===== src/rtl/monotone_lower_envelope_core_defines.svh =====
// assertion macros shared by the envelope core files
`ifndef MONOTONE_LOWER_ENVELOPE_CORE_DEFINES_SVH
`define MONOTONE_LOWER_ENVELOPE_CORE_DEFINES_SVH
`ifndef SYNTHESIS
`define MLE_ASSERT_IMP(lbl, clk, rstn, ante, cons) \
  lbl: assert property (@(posedge clk) disable iff (!rstn) (ante) |-> (cons)) \
    else $error("same-cycle implication violated");
`define MLE_ASSERT_NXT(lbl, clk, rstn, ante, cons) \
  lbl: assert property (@(posedge clk) disable iff (!rstn) (ante) |=> (cons)) \
    else $error("next-cycle implication violated");
`else
`define MLE_ASSERT_IMP(lbl, clk, rstn, ante, cons)
`define MLE_ASSERT_NXT(lbl, clk, rstn, ante, cons)
`endif
`endif


===== src/rtl/mle_ram.sv =====
`timescale 1ns / 1ps
module mle_ram #(
  parameter int WIDTH = 8,
  parameter int DEPTH = 16
) (
  input  logic                     clk,
  input  logic                     we,
  input  logic [$clog2(DEPTH)-1:0] waddr,
  input  logic [WIDTH-1:0]         wdata,
  input  logic                     re,
  input  logic [$clog2(DEPTH)-1:0] raddr,
  output logic [WIDTH-1:0]         rdata
);

  logic [WIDTH-1:0] mem_r [DEPTH];
  logic [WIDTH-1:0] rdata_r;

  always_ff @(posedge clk) begin
    if (we) mem_r[waddr] <= wdata;
    if (re) rdata_r <= mem_r[raddr];
  end

  assign rdata = rdata_r;

endmodule


===== config.mk =====
export PLATFORM = sky130hd
export DESIGN_NAME = mle_ram
export DESIGN_NICKNAME = d
export VERILOG_FILES = /design/src/rtl/monotone_lower_envelope_core_defines.svh /design/src/rtl/mle_ram.sv
export SDC_FILE = /design/constraint.sdc
export NUM_CORES = 1
export LEC_CHECK = 0
export BUFFER_PORTS_ARGS = -buffer_cell sky130_fd_sc_hd__buf_4
export CAP_MARGIN = 20
export CORE_UTILIZATION = 40
export DETAILED_ROUTE_END_ITERATION = 12
export GPL_TIMING_DRIVEN = 0
export PLACE_DENSITY = 0.6
export SYNTH_ARGS = -nofsm -noshare
export SYNTH_HDL_FRONTEND = slang
export SYNTH_SLANG_ARGS = --single-unit

===== constraint.sdc =====
create_clock -name clk -period 1.87 [get_ports clk]
set_input_delay 0.0935 -clock clk [delete_from_list [all_inputs] [get_ports clk]]
set_output_delay 0.0935 -clock clk [all_outputs]
set_load 0.005 [all_outputs]

; Word level (Yosys, flattened, before mapping)
; Memories as Yosys holds them, arrays and structs flattened. A register that Yosys moved wholly into a read port is not among the register bits.
; Cells that the tools add are included.
[totals]
wordCells = 3
output_inout_bits = 8
ff_bits = 0
memories = 1
mem_bits_rw = 128
in_bits = 19
[mem_list]
columns = memory, depth, width, read_ports, rd_clocked_by_memory_dff, wr, line
row1 = mem_r, 16, 8, 1, 1, 1, mle_ram.sv:15  ; logic [WIDTH-1:0] mem_r [DEPTH];
[op_classes]
mux = 2
[ops]
columns = cell, count
row1 = 1-bit 2-to-1 mux, 2

; Logic depth before layout (Yosys ltp)
[depth]
depth_word = 2
mapped_depth = 5
mapped_depth_nobuf = 3

; Worst setup path before layout
; No wires, ideal clock.
[synth_path]
path_type = input -> register
start = input waddr[2]
end = memory mem_r[0][0], enable pin
required_ns = 1.487
setup_time_ns = 0.383
path_slack_ns = 0.284
arrival_ns = 1.203
path_buffers = 0
cell_stages = 2
path_cell_list = or3b_2 nor3_1
[synth_lines]
columns = item, line
row1 = start: declaration, mle_ram.sv:8  ; input logic [$clog2(DEPTH)-1:0] waddr,
row2 = end: declaration, mle_ram.sv:15
; Straight into the memory's write port.

==> impl_results.md <==
* Status: finished clean
* R2R cell count at 3
* Crit path cell chain: mux4_1, a22oi_1, nand2_1
* I/O Buffers at 25
* Post-synth top area share at 0.781
* WL/cell at 21.7 um
* Worst-Skew Late Latency at 0.40 ns
* Nets at 297
* Min-Delay Endpoint: mem_r[6][4]$_DFFE_PP_
* # resized after CTS at 0
* Largest family of logic cells by synthesized area: multiplexers
* Placed Area at 5660 um^2
* Post-Syn Area per Cell at 22.8 um^2
* Total power at 7.07 mW
* Critical-path top delay cell: mux4_1
* Max transition margin at 0.464
* Max VDD drop at 0.655 mV
* Synth Area in Adders at 0
* FF-to-FF End: rdata[0]$_DFFE_PP_
* # IOs at 27
* Synthesis-to-finish area growth at 19.7%
* Placed Instances at 430
* Period utilization at 0.901
* Number of setup violations in the final report at 0
* Buf/Inv on CP at 0
* Cts bufs inserted at 17
* CP peak stage delay at 0.57 ns
* Setup CP Type: reg -> reg
* Initial antenna violation count at 0
* Vias in the first global route at 2,460
* Clock transition at the registers of the reported paths at 0.06 ns
* CTS tree: done
* Seq/Total Area, Yosys at 0.781
* DR pass1 iterations at 5
* Top_reg_cell synth: edfxtp_1
* Leak at 2.08 nW
* # rows at 41
* Min cycle time layout at 1.69 ns
* Initial Utilization at 0.413
* FF+latch count, synth at 136
* ANT cells at 0
* Root buf cell: clkbuf_16
* Simple-Gate Fraction of Synth Area at 0.0314
* Hold Crit Depth at 1
* Unrepaired setup endpoints after global routing: no
* Setup crit end kind: flip-flop
* DR DRC count at 0
* Share of post-route cells with drive strength above 1 at 0.299
* Most area-hungry cell type in the Yosys netlist: edfxtp_1
* Worst Setup Start Kind: flip-flop
* HPWL after DPL at 6410 um
* Clock Path Buffers at 2
* Gr usage total at 0.163
* Power Density at 1130 nW/um^2
* Data arrival at the endpoint of the critical path at 1.81 ns
* Setup Buffers After CTS at 0
* Net count after synthesis at 248
* Max Cap Viol at 0
* Asr flop ratio synth at 0
* Setup TNS at 0 ns
* Beginning of the worst hold path: wdata[4]
* Clock Skew at 0.00572 ns
* Chip height at 116 um
* Vias at 2,477
* Die area at 13,500 um^2
* Core box area at 12,700 um^2
* First-pass GRT wire length at 14,900 um
* Final core utilization at 0.494
* Drt first-iter violations at 150
* Die width at 116 um
* Distinct cell type count after synthesis at 18
* Count leader, synth: edfxtp_1
* Critical Path Fanout Max at 1
* Most frequent cells after synthesis: edfxtp_1, mux4_2, a22oi_1
* Drt via density at 5.35
* Crit path max-delay family: multiplexers
* Final wirelength at 10,000 um
* H-tree Lvls at 4
* Post-synthesis compound-gate area fraction at 0.0230
* Largest net degree at the start of global routing at 17
* YS warnings at 0
* Xor/xnor share of the synthesized area at 0
* Slew @ Worst Pin at 0.801 ns
* Final Cell Area at 6250 um^2
* Post-synthesis instance area at 5230 um^2
* CTS sink count at 136
* R2R Path Start: mem_r[5][0]$_DFFE_PP_
* Hold Crit Class: in -> reg
* R2R Setup Slk at 0.18 ns
* Hold Vio Cnt, Final at 0
* Number of synthesized flops with an enable pin at 136
* Synth Instances at 229
* Hold_buf cts at 1
* Fmax at 0.593 GHz
* RePlAce Congestion at 0.708
* Mux cell area share after synthesis at 0.148
* Layout Cells excl Fill at 463
* Synth area leaders: edfxtp_1, mux4_2, mux4_1, a22oi_1, nor2_1
* Slew Viols, Final at 0
* Residual overflow from global routing at 0
* Routed Antenna Nets at 0
* Critical Path RT at 2.00 ns
-- per-stage QoR --
| step | worst slack (ns) | hold slack, ns |
|---|---|---|
| after global placement | -0.307 | 0.373 |
| final | 0.185 | 0.0214 |
| after floorplan | 0.284 | 0.192 |
| after detailed placement | 0.0659 | 0.374 |
| after CTS | 0.243 | 0.0165 |
| after global routing | 0.229 | 0.0368 |
-- metal layers --
metal / up-vias / routed length (um) / GRT usage
met4: 0 / 217 / 0.0675
met1: 1285 / 4380 / 0.220
met5: - / 0 / 0
met2: 102 / 4900 / 0.254
met3: 10 / 533 / 0.0420
li1: 1080 / - / -
-- registers in the layout, summed over array words and instances, names as in the netlist --
| register | flops |
|---|---|
| mem_r | 128 |
| rdata | 8 |
-- area by class of cell --
class / count / area, um^2
Fill cell: 1036 / 6420
Buffer: 10 / 86.3
Timing Repair Buffer: 30 / 225
Tap cell: 172 / 215
Clock buffer: 19 / 433
Sequential cell: 136 / 4080
Clock inverter: 13 / 154
Multi-Input combinational cell: 83 / 1060
-- cell families after synthesis --
group,count (synthesis)
flip-flops,136
buffers and inverters,10
AO/OA/AOI/OAI,16
AND/OR/NAND/NOR,35
multiplexers,32
-- worst max-delay path by stage --
stage,start,endpoint,slack [ns],cells past startpoint
after floorplan,waddr[2],mem_r[0][0]$_DFFE_PP_,0.28,2
after CTS,mem_r[5][0]$_DFFE_PP_,rdata[0]$_DFFE_PP_,0.24,3
final,mem_r[5][0]$_DFFE_PP_,rdata[0]$_DFFE_PP_,0.18,3
after detailed placement,waddr[2],mem_r[2][7]$_DFFE_PP_,0.07,3
after global placement,waddr[2],mem_r[0][7]$_DFFE_PP_,-0.31,3
after global routing,mem_r[5][0]$_DFFE_PP_,rdata[0]$_DFFE_PP_,0.23,3
-- cells in the final DEF, fill, tap and decap left out, types with 4 or more instances in the layout --
| master | instances |
|---|---|
| a22oi_1 | 16 |
| buf_2 | 4 |
| buf_4 | 29 |
| clkbuf_16 | 17 |
| clkinv_2 | 4 |
| edfxtp_1 | 136 |
| mux4_1 | 14 |
| mux4_2 | 18 |
| nand2_1 | 9 |
| nor2_1 | 13 |
| nor3_1 | 4 |
-- report_power, final --
| part | switching [mW] | internal [mW] | total [mW] |
|---|---|---|---|
| sequential | 0.0151 | 3.44 | 3.45 |
| combinational | 0.193 | 0.153 | 0.346 |
| clock | 1.19 | 2.09 | 3.28 |
Power figures use the tool's default switching activity.
