$ cat config.mk
export PLATFORM = sky130hd
export DESIGN_NAME = mle_cmp
export DESIGN_NICKNAME = d
export VERILOG_FILES = /design/src/rtl/mle_pkg.sv /design/src/rtl/mle_cmp.sv
export VERILOG_INCLUDE_DIRS = /design/src /design/src/rtl
export SDC_FILE = /design/constraint.sdc
export NUM_CORES = 2
export LEC_CHECK = 0
export BUFFER_PORTS_ARGS = -buffer_cell sky130_fd_sc_hd__buf_4
export CAP_MARGIN = 5
export CORE_UTILIZATION = 56
export DETAILED_ROUTE_END_ITERATION = 16
export PLACE_DENSITY = 0.76
export REMOVE_ABC_BUFFERS = 1
export SETUP_SLACK_MARGIN = 0.1
export SLEW_MARGIN = 5
export SYNTH_ARGS = -nofsm -noshare
export SYNTH_HDL_FRONTEND = slang
export SYNTH_SLANG_ARGS = --single-unit
$ cat constraint.sdc
create_clock -name clk -period 4.65 [get_ports clk]
set_input_delay 0.2325 -clock clk [delete_from_list [all_inputs] [get_ports clk]]
set_output_delay 0.2325 -clock clk [all_outputs]
set_load 0.01 [all_outputs]
$ cat src/rtl/monotone_lower_envelope_core_defines.svh
// assertion macros shared by the envelope core files
`ifndef MONOTONE_LOWER_ENVELOPE_CORE_DEFINES_SVH
`define MONOTONE_LOWER_ENVELOPE_CORE_DEFINES_SVH
`ifndef SYNTHESIS
`define MLE_ASSERT_IMP(lbl, clk, rstn, ante, cons) \
  lbl: assert property (@(posedge clk) disable iff (!rstn) (ante) |-> (cons)) \
    else $error("same-cycle implication violated");
`define MLE_ASSERT_NXT(lbl, clk, rstn, ante, cons) \
  lbl: assert property (@(posedge clk) disable iff (!rstn) (ante) |=> (cons)) \
    else $error("next-cycle implication violated");
`else
`define MLE_ASSERT_IMP(lbl, clk, rstn, ante, cons)
`define MLE_ASSERT_NXT(lbl, clk, rstn, ante, cons)
`endif
`endif

$ cat src/rtl/mle_pkg.sv
`timescale 1ns / 1ps
package mle_pkg;

  localparam int STACK_DEPTH_DEF = 1024;
  localparam int SLOPE_W   = 32;
  localparam int ICPT_W    = 64;
  localparam int X_W       = 32;
  localparam int FUNC_W    = 2;
  localparam int STAT_W    = 2;
  localparam int LINES_W   = 11;
  localparam int CFG_IDX_W = 2;
  localparam int CFG_DATA_W = 64;
  localparam int MAG_W     = 64;
  localparam int DEN_W     = 33;
  localparam int PROD_W    = MAG_W + DEN_W;
  localparam int CNT_W     = $clog2(DEN_W + 1);
  localparam int LINE_W    = SLOPE_W + ICPT_W;

  localparam logic [FUNC_W-1:0] FUNC_QUERY  = 2'd0;
  localparam logic [FUNC_W-1:0] FUNC_INSERT = 2'd1;
  localparam logic [FUNC_W-1:0] FUNC_CLEAR  = 2'd2;

  localparam logic [STAT_W-1:0] STAT_OK    = 2'd0;
  localparam logic [STAT_W-1:0] STAT_FULL  = 2'd1;
  localparam logic [STAT_W-1:0] STAT_SLOPE = 2'd2;

  localparam logic [CFG_IDX_W-1:0] CFG_SENT_SLOPE = 2'd0;
  localparam logic [CFG_IDX_W-1:0] CFG_SENT_ICPT  = 2'd1;

  localparam logic signed [SLOPE_W-1:0] SENT_SLOPE_RESET = 32'sd1000000000;
  localparam logic signed [ICPT_W-1:0]  SENT_ICPT_RESET  = 64'sd0;

  typedef struct packed {
    logic [FUNC_W-1:0]         func;
    logic signed [SLOPE_W-1:0] line_slope;
    logic signed [ICPT_W-1:0]  line_intercept;
    logic signed [X_W-1:0]     query_x;
  } in_item_t;

  typedef struct packed {
    logic signed [ICPT_W-1:0] value;
    logic [STAT_W-1:0]        status;
    logic [LINES_W-1:0]       lines_held;
  } out_item_t;

  typedef struct packed {
    logic signed [SLOPE_W-1:0] slope;
    logic signed [ICPT_W-1:0]  intercept;
  } line_t;

  // breakpoint: kind -1 minus infinity, 0 finite rational, +1 plus infinity
  typedef struct packed {
    logic signed [1:0] kind;
    logic              neg;
    logic [MAG_W-1:0]  mag;
    logic [DEN_W-1:0]  den;
  } bp_t;

  typedef struct packed {
    logic lt;
    logic gt;
  } cmp_res_t;

  // crossing of upper line up with lower line lo, kept as exact fraction
  function automatic bp_t make_bp(line_t lo, line_t up);
    logic signed [SLOPE_W:0] d;
    logic signed [SLOPE_W:0] nd;
    logic signed [ICPT_W:0]  diff;
    logic signed [ICPT_W:0]  ndiff;
    bp_t r;
    d = {lo.slope[SLOPE_W-1], lo.slope} - {up.slope[SLOPE_W-1], up.slope};
    nd = -d;
    diff = {up.intercept[ICPT_W-1], up.intercept} - {lo.intercept[ICPT_W-1], lo.intercept};
    ndiff = -diff;
    r.neg = diff[ICPT_W];
    r.mag = diff[ICPT_W] ? ndiff[MAG_W-1:0] : diff[MAG_W-1:0];
    r.kind = 2'sd0;
    r.den = DEN_W'(1);
    if (d == '0) begin
      r.kind = (!r.neg && (r.mag != '0)) ? 2'sd1 : -2'sd1;
    end else if (d[SLOPE_W]) begin
      r.neg = !r.neg;
      r.den = nd;
    end else begin
      r.den = d;
    end
    if (r.mag == '0) r.neg = 1'b0;
    return r;
  endfunction

endpackage

$ cat src/rtl/mle_cmp.sv
`timescale 1ns / 1ps
`include "monotone_lower_envelope_core_defines.svh"
module mle_cmp (
  input  logic              clk,
  input  logic              rst_n,
  input  logic              start,
  input  mle_pkg::bp_t      a,
  input  mle_pkg::bp_t      b,
  output logic              done,
  output mle_pkg::cmp_res_t res
);
  import mle_pkg::*;

  // two shift-add multipliers run side by side: a.mag*b.den and b.mag*a.den
  logic [PROD_W-1:0] acc1_r, acc2_r, mc1_r, mc2_r;
  logic [DEN_W-1:0]  mp1_r, mp2_r;
  logic [CNT_W-1:0]  cnt_r;
  logic              busy_r, done_r;
  logic signed [1:0] ka_r, kb_r;
  logic              na_r, nb_r;
  cmp_res_t          res_r, fin;
  logic              s1, s2;

  always_comb begin
    s1 = na_r && (acc1_r != '0);
    s2 = nb_r && (acc2_r != '0);
    fin.lt = 1'b0;
    fin.gt = 1'b0;
    if ((ka_r != 2'sd0) || (kb_r != 2'sd0)) begin
      fin.lt = ka_r < kb_r;
      fin.gt = ka_r > kb_r;
    end else if (s1 != s2) begin
      fin.lt = s1;
      fin.gt = !s1;
    end else if (s1) begin
      fin.lt = acc1_r > acc2_r;
      fin.gt = acc1_r < acc2_r;
    end else begin
      fin.lt = acc1_r < acc2_r;
      fin.gt = acc1_r > acc2_r;
    end
  end

  always_ff @(posedge clk) begin
    if (!rst_n) begin
      busy_r <= 1'b0;
      done_r <= 1'b0;
      cnt_r  <= '0;
      acc1_r <= '0;
      acc2_r <= '0;
      mc1_r  <= '0;
      mc2_r  <= '0;
      mp1_r  <= '0;
      mp2_r  <= '0;
      ka_r   <= 2'sd0;
      kb_r   <= 2'sd0;
      na_r   <= 1'b0;
      nb_r   <= 1'b0;
      res_r  <= '0;
    end else begin
      done_r <= 1'b0;
      if (!busy_r) begin
        if (start) begin
          busy_r <= 1'b1;
          cnt_r  <= CNT_W'(DEN_W);
          acc1_r <= '0;
          acc2_r <= '0;
          mc1_r  <= PROD_W'(a.mag);
          mc2_r  <= PROD_W'(b.mag);
          mp1_r  <= b.den;
          mp2_r  <= a.den;
          ka_r   <= a.kind;
          kb_r   <= b.kind;
          na_r   <= a.neg;
          nb_r   <= b.neg;
        end
      end else if (cnt_r != '0) begin
        if (mp1_r[0]) acc1_r <= acc1_r + mc1_r;
        if (mp2_r[0]) acc2_r <= acc2_r + mc2_r;
        mc1_r <= mc1_r << 1;
        mc2_r <= mc2_r << 1;
        mp1_r <= mp1_r >> 1;
        mp2_r <= mp2_r >> 1;
        cnt_r <= cnt_r - CNT_W'(1);
      end else begin
        res_r  <= fin;
        done_r <= 1'b1;
        busy_r <= 1'b0;
      end
    end
  end

  assign done = done_r;
  assign res  = res_r;

  `MLE_ASSERT_IMP(a_cmp_no_restart, clk, rst_n, start, !busy_r)
  `MLE_ASSERT_IMP(a_cmp_done_idle, clk, rst_n, done_r, !busy_r)
  `MLE_ASSERT_IMP(a_cmp_not_both, clk, rst_n, 1'b1, !(res_r.lt && res_r.gt))

endmodule

## Word-level counts from Yosys, hierarchy flattened

Cells that the tools add are included.

| storage, ports and cells | value |
|---|---|
| input port bits | 203 |
| flip-flop bits (word level) | 470 |
| logic and storage cells | 73 |
| output and inout bits | 3 |

| operators by class | value |
|---|---|
| add/subtract/negate cells | 3 |
| mux-type cells | 29 |
| reduce and logical (&&, ||, !) cells | 16 |
| bitwise gates (word level) | 2 |
| eq/ne operators | 4 |
| order comparisons | 4 |

Operators by type and width:

| kind | count |
|---|---|
| $mux 97 | 13 |
| $mux 33 | 6 |
| $add 97x97->97 | 2 |
| $reduce_bool 97->1 | 2 |
| $gt 97x97->1 | 1 |
| $lt 97x97->1 | 1 |
| $mux 6 | 3 |
| $reduce_and 2->1 | 4 |
| $mux 2 | 3 |
| $reduce_and 3->1 | 2 |
| $reduce_bool 2->1 | 3 |
| $reduce_bool 6->1 | 1 |
| $sub 6x1->6 const B | 1 |
| $mux 1 | 4 |
| $ne 2x2->1 const B | 2 |
| $gt 2x2->1 | 1 |
| $logic_and 1x1->1 | 2 |
| $lt 2x2->1 | 1 |
| $ne 2x1->1 const B | 1 |
| $not 1->1 | 2 |
| $logic_not 1->1 | 1 |
| $logic_or 1x1->1 | 1 |
| $ne 1x1->1 | 1 |

## Longest topological paths before layout

| logic depth | value |
|---|---|
| depth after elaboration | 5 |
| mapped depth | 15 |
| depth with buffers taken out | 15 |

## Worst setup path after synthesis

No wires, ideal clock.

| timing path | value |
|---|---|
| path type | reg-to-reg |
| start | register acc2_r[0] |
| end | register acc2_r[96] |
| required time | 4.534 ns |
| path buffers | 0 |
| data arrival time | 3.146 ns |
| stages on the path, launching flop included | 16 |
| slack | 1.388 ns |
| clock period less this slack | 3.262 ns |
| library setup time | 0.116 ns |
| path through | dfxtp_1 > ha_1 > inv_1 > fa_1 > nand2b_1 > a21o_1 > a21oi_2 > o2111a_1 > nor2_1 > and3_1 > o31a_1 > o21ai_1 > a41oi_1 > xnor2_1 > a21oi_1 > a41o_1 |

| between the ends | value |
|---|---|
| cells in the longest elaborated chain, start to end | 4 |

RTL lines:

| element | RTL line | RTL |
|---|---|---|
| start: declaration | mle_cmp.sv:15 | `logic [PROD_W-1:0] acc1_r, acc2_r, mc1_r, mc2_r;` |
| start signal: assignment | mle_cmp.sv:79 | `if (mp2_r[0]) acc2_r <= acc2_r + mc2_r;` |
| $add 97x97->97 | mle_cmp.sv:79 |  |
| $mux 97 | mle_cmp.sv:79 |  |
| $mux 97 | mle_cmp.sv:77 | `end else if (cnt_r != '0) begin` |
| $mux 97 | mle_cmp.sv:62 | `if (!busy_r) begin` |

Every way passes these cells. The select of a mux whose other input is x is not followed.
A chain may end at the register's enable or synchronous reset.

## Worst setup path after layout

| timing path | value |
|---|---|
| start | register acc2_r[29] |
| end | register acc2_r[96] |

The elaborated chain is that of the path after synthesis.

==> qor_table.md <==
| Step | Item | This run |
|:---|:---|:---|
| status | Run status | complete, no violations |
| yosys | #FFs+latches synth | 470 |
| power and ir drop | Cell internal power dissipation | 8096 uW |
| setup path | Critical Path Source Type | flip-flop |
| final layout | Cell Count, Final, Fillers Out | 5185 |
| setup path | Highest net fanout along the worst path | 7 |
| placed design | Count of buffers from port buffering | 205 |
| yosys | Mean post-synth cell area | 8.113 um^2 |
| power and ir drop | Clock network fraction of design power | 38.7% |
| timing | Post-route setup slack | 570.4 ps |
| drt | First drt pass iteration count | 6 |
| yosys | Unique masters post-synth | 108 |
| timing | Unrepaired setup endpoints after global routing | no |
| timing | Number of max-slew violations in the final report | 0 |
| timing | Final hold violation count | 0 |
| clock tree | H-tree Lvls | 2 |
| power and ir drop | Power dissipated by switching net loads | 3641 uW |
| final layout | Layout filler cell count | 4894 |
| power and ir drop | Comb pwr share | 21.9% |
| drt | Drt wl/cell | 20.26 um |
| timing | Final Cycle Share | 87.73% |
| drt | Post-detailed-route count of antenna-violating nets | 0 |
| yosys | Number of synthesized flops with an enable pin | 0 |
| yosys | Cell type with the highest aggregate area in the netlist | sky130_fd_sc_hd__dfxtp_1 |
| setup path | Required time reported for the critical path endpoint | 5150 ps |
| placed design | Routability congestion estimate from global placement | 0.9906 |
| global route | GR Overflow Total | 0 |
| power and ir drop | Largest vdd supply drop | 0.0003084 V |
| clock tree | Number of buffers created by CTS | 53 |
| final layout | Layout cell share with drive strength beyond 1 | 9.410% |
| clock tree | Clock Root Buffer | sky130_fd_sc_hd__clkbuf_16 |
| placed design | Half-perimeter wire length after detailed placement | 74550 um |
| drt | Via-per-instance ratio | 6.156 |
| drt | Routed vias | 31920 |
| final layout | Share of the core filled with cells in the final layout | 66.37% |
| yosys | Dominant cells by area after synthesis | sky130_fd_sc_hd__dfxtp_1, sky130_fd_sc_hd__ha_1, sky130_fd_sc_hd__nand2_1 |
| global route | Vias in the first global route | 30370 |
| floorplan | FP Rows | 89 |
| drt | DRC violations left | 0 |
| yosys | Leading cell types by count after synthesis | sky130_fd_sc_hd__nand2_1, sky130_fd_sc_hd__dfxtp_1, sky130_fd_sc_hd__ha_1 |
| timing | Clock skew after layout | 43.81 ps |
| yosys | Prevailing post-synth register cell | sky130_fd_sc_hd__dfxtp_1 |
| timing | Sum of negative setup slack | 0 ps |
| setup path | R2R setup slack | 570 ps |
| placed design | Pre-CTS setup slack | 683.9 ps |
| timing | Slew Limit Headroom | 25.01% |
| power and ir drop | Leakage power summed over all cells | 0.01801 uW |
| global route | Number of antenna violations at the first check in global routing | 4 |
| yosys | Total number of yosys warnings | 0 |
| timing | Min Tclk post-route | 4080 ps |
| setup path | Sort of element at the end of the critical path | flip-flop |
| power and ir drop | Switching Fraction | 31.02% |
| timing | Final setup violating endpoints | 0 |
| final layout | Number of nets in the final layout | 4865 |
| final layout | P&R area growth vs syn | 17.17% |
| floorplan | Total I/O pin count | 206 |
| clock tree | Clock tree from TritonCTS | yes |
| global route | Global Route Usage Sum | 33.76% |
| placed design | Placed Instances | 4883 |
| drt | Iteration-0 DRC count of the detailed router | 2650 |
| setup path | Data arrival time of the worst path | 4580 ps |
| yosys | Synthesized area | 33430 um^2 |
| yosys | Sequential area share after synthesis | 28.14% |
| power and ir drop | Power share of the sequential group | 39.4% |
| yosys | Fraction of registers with async set or reset after synthesis | 0% |
| yosys | Number of cells produced by synthesis | 4121 |
| timing | Worst-margin pin slew | 1109 ps |
| floorplan | Initial Util | 56.65% |
| setup path | Path type of the worst setup path | flip-flop to flip-flop |
| clock tree | Latest clock arrival within the worst-skew pair | 640 ps |
| power and ir drop | Power per cell area | 299.6 nW/um^2 |
| worst hold path | Class of the tightest hold or removal check | primary input to flip-flop |
| drt | Wirelength, routed | 105100 um |
| clock tree | Number of setup buffers added after CTS | 0 |
| timing | Maximum clock rate | 245.1 MHz |
| global route | Largest net degree at the start of global routing | 171 |
| clock tree | Clock tree buffer depth | 3 |
| yosys | Cell with the most instances after synthesis | sky130_fd_sc_hd__nand2_1 |
| yosys | Fraction of post-synthesis cell area in the top cell type by area | 28.14% |
| flow run | Max-cap violations | 0 |
| floorplan | Total Die Area | 60680 um^2 |
| clock tree | Register clock-pin slew on the reported worst setup and hold paths | 60 ps |
| floorplan | Horizontal die dimension | 246.3 um |
| floorplan | Core outline area | 59020 um^2 |
| floorplan | Vertical die dimension | 246.3 um |
| global route | Wire length of the first global-routing pass | 164200 um |
| clock tree | TritonCTS Sinks | 470 |
| timing | Worst Hold Slack | 21.15 ps |
==> per-stage QoR <==
| stage | cell area [um^2] | power (uW) |
|---|---|---|
| 4_1_cts | 39170 | 11680 |
| 3_5_place_dp | 35280 | 7039 |
| 3_3_place_gp | 35280 | 6995 |
| 5_1_grt | 39170 | 12160 |
| 2_1_floorplan | 32330 | 6436 |
| 6_report | 39170 | 11740 |
==> final timing paths <==
kind,start,endpoint,cells past startpoint
worst max-delay path,acc2_r[29],acc2_r[96],13
worst min-delay path,b[50],mc2_r[17],4
worst max register to register,acc2_r[29],acc2_r[96],13
worst min register to register,mc1_r[87],mc1_r[88],2
==> worst max-delay path, stage by stage (launching register included) <==
cell	delay, ps
sky130_fd_sc_hd__dfxtp_1	370
sky130_fd_sc_hd__ha_1	460
sky130_fd_sc_hd__a21oi_1	140
sky130_fd_sc_hd__o21ai_0	500
sky130_fd_sc_hd__nand2b_1	190
sky130_fd_sc_hd__a221oi_1	100
sky130_fd_sc_hd__o41ai_1	450
sky130_fd_sc_hd__nand4b_1	290
sky130_fd_sc_hd__o31a_1	380
sky130_fd_sc_hd__o21ai_1	360
sky130_fd_sc_hd__a41oi_1	200
sky130_fd_sc_hd__xnor2_1	210
sky130_fd_sc_hd__a21oi_1	90
sky130_fd_sc_hd__a41o_1	200
==> flip-flops by register name (all words and copies together), names as in the netlist, 6 cells and up <==
signal	flops
mc1_r	97
mc2_r	97
mp2_r	33
acc1_r	97
cnt_r	6
acc2_r	97
mp1_r	33
==> final cells by class <==
| type | instances | area, um^2 | share of cell area (%) |
|---|---|---|---|
| Antenna cell | 2 | 5.005 | 0.01278 |
| Clock buffer | 77 | 1610 | 4.111 |
| Clock inverter | 22 | 265.3 | 0.6771 |
| Inverter | 162 | 608.1 | 1.552 |
| Multi-Input combinational cell | 3234 | 22370 | 57.09 |
| Sequential cell | 470 | 9413 | 24.03 |
| Tap cell | 773 | 967.2 | 2.469 |
| Timing Repair Buffer | 445 | 3939 | 10.05 |
==> cells in the final DEF (no fill, tap or decap), types with 108 or more instances in the layout <==
| cell | count |
|---|---|
| sky130_fd_sc_hd__a21o_1 | 130 |
| sky130_fd_sc_hd__a21oi_1 | 264 |
| sky130_fd_sc_hd__buf_4 | 236 |
| sky130_fd_sc_hd__dfxtp_1 | 469 |
| sky130_fd_sc_hd__dlygate4sd3_1 | 201 |
| sky130_fd_sc_hd__ha_1 | 293 |
| sky130_fd_sc_hd__inv_1 | 162 |
| sky130_fd_sc_hd__mux2i_1 | 194 |
| sky130_fd_sc_hd__nand2_1 | 570 |
| sky130_fd_sc_hd__nand3_1 | 214 |
| sky130_fd_sc_hd__nor2_1 | 123 |
| sky130_fd_sc_hd__o211a_1 | 191 |
| sky130_fd_sc_hd__o21ai_0 | 277 |
| sky130_fd_sc_hd__xnor2_1 | 108 |
==> kinds of logic after synthesis <==
family | count (synthesis) | synth area share, %
AND/OR/NAND/NOR | 1334 | 19.29
AO/OA/AOI/OAI | 1227 | 25.70
flip-flops | 470 | 28.14
buffers and inverters | 417 | 5.123
adder cells (fa/ha/maj) | 296 | 11.15
multiplexers | 194 | 5.808
XOR/XNOR | 183 | 4.794
==> what timing repair did <==
action                                 in CTS  in global routing
hold buffers                              201                  0
endpoints found under the hold margin     213                  0
resized for setup                           0                  0
==> layer usage <==
layer	track usage (%)	wire length (um)	part of all wire (%)
met5	0	27	0.026
met4	13.05	4230	4.0
met3	4.902	8025	7.6
met2	55.31	47550	45
met1	44.54	45230	43
==> power by group through the flow <==
stage	sequential (uW)	clock, uW	combinational (uW)
global placement	4680	0	2320
finish	4620	4550	2570
floorplan	4640	0	1790
global route	4640	4730	2790
CTS	4600	4570	2510
detailed placement	4690	0	2350
Power figures use the tool's default switching activity.
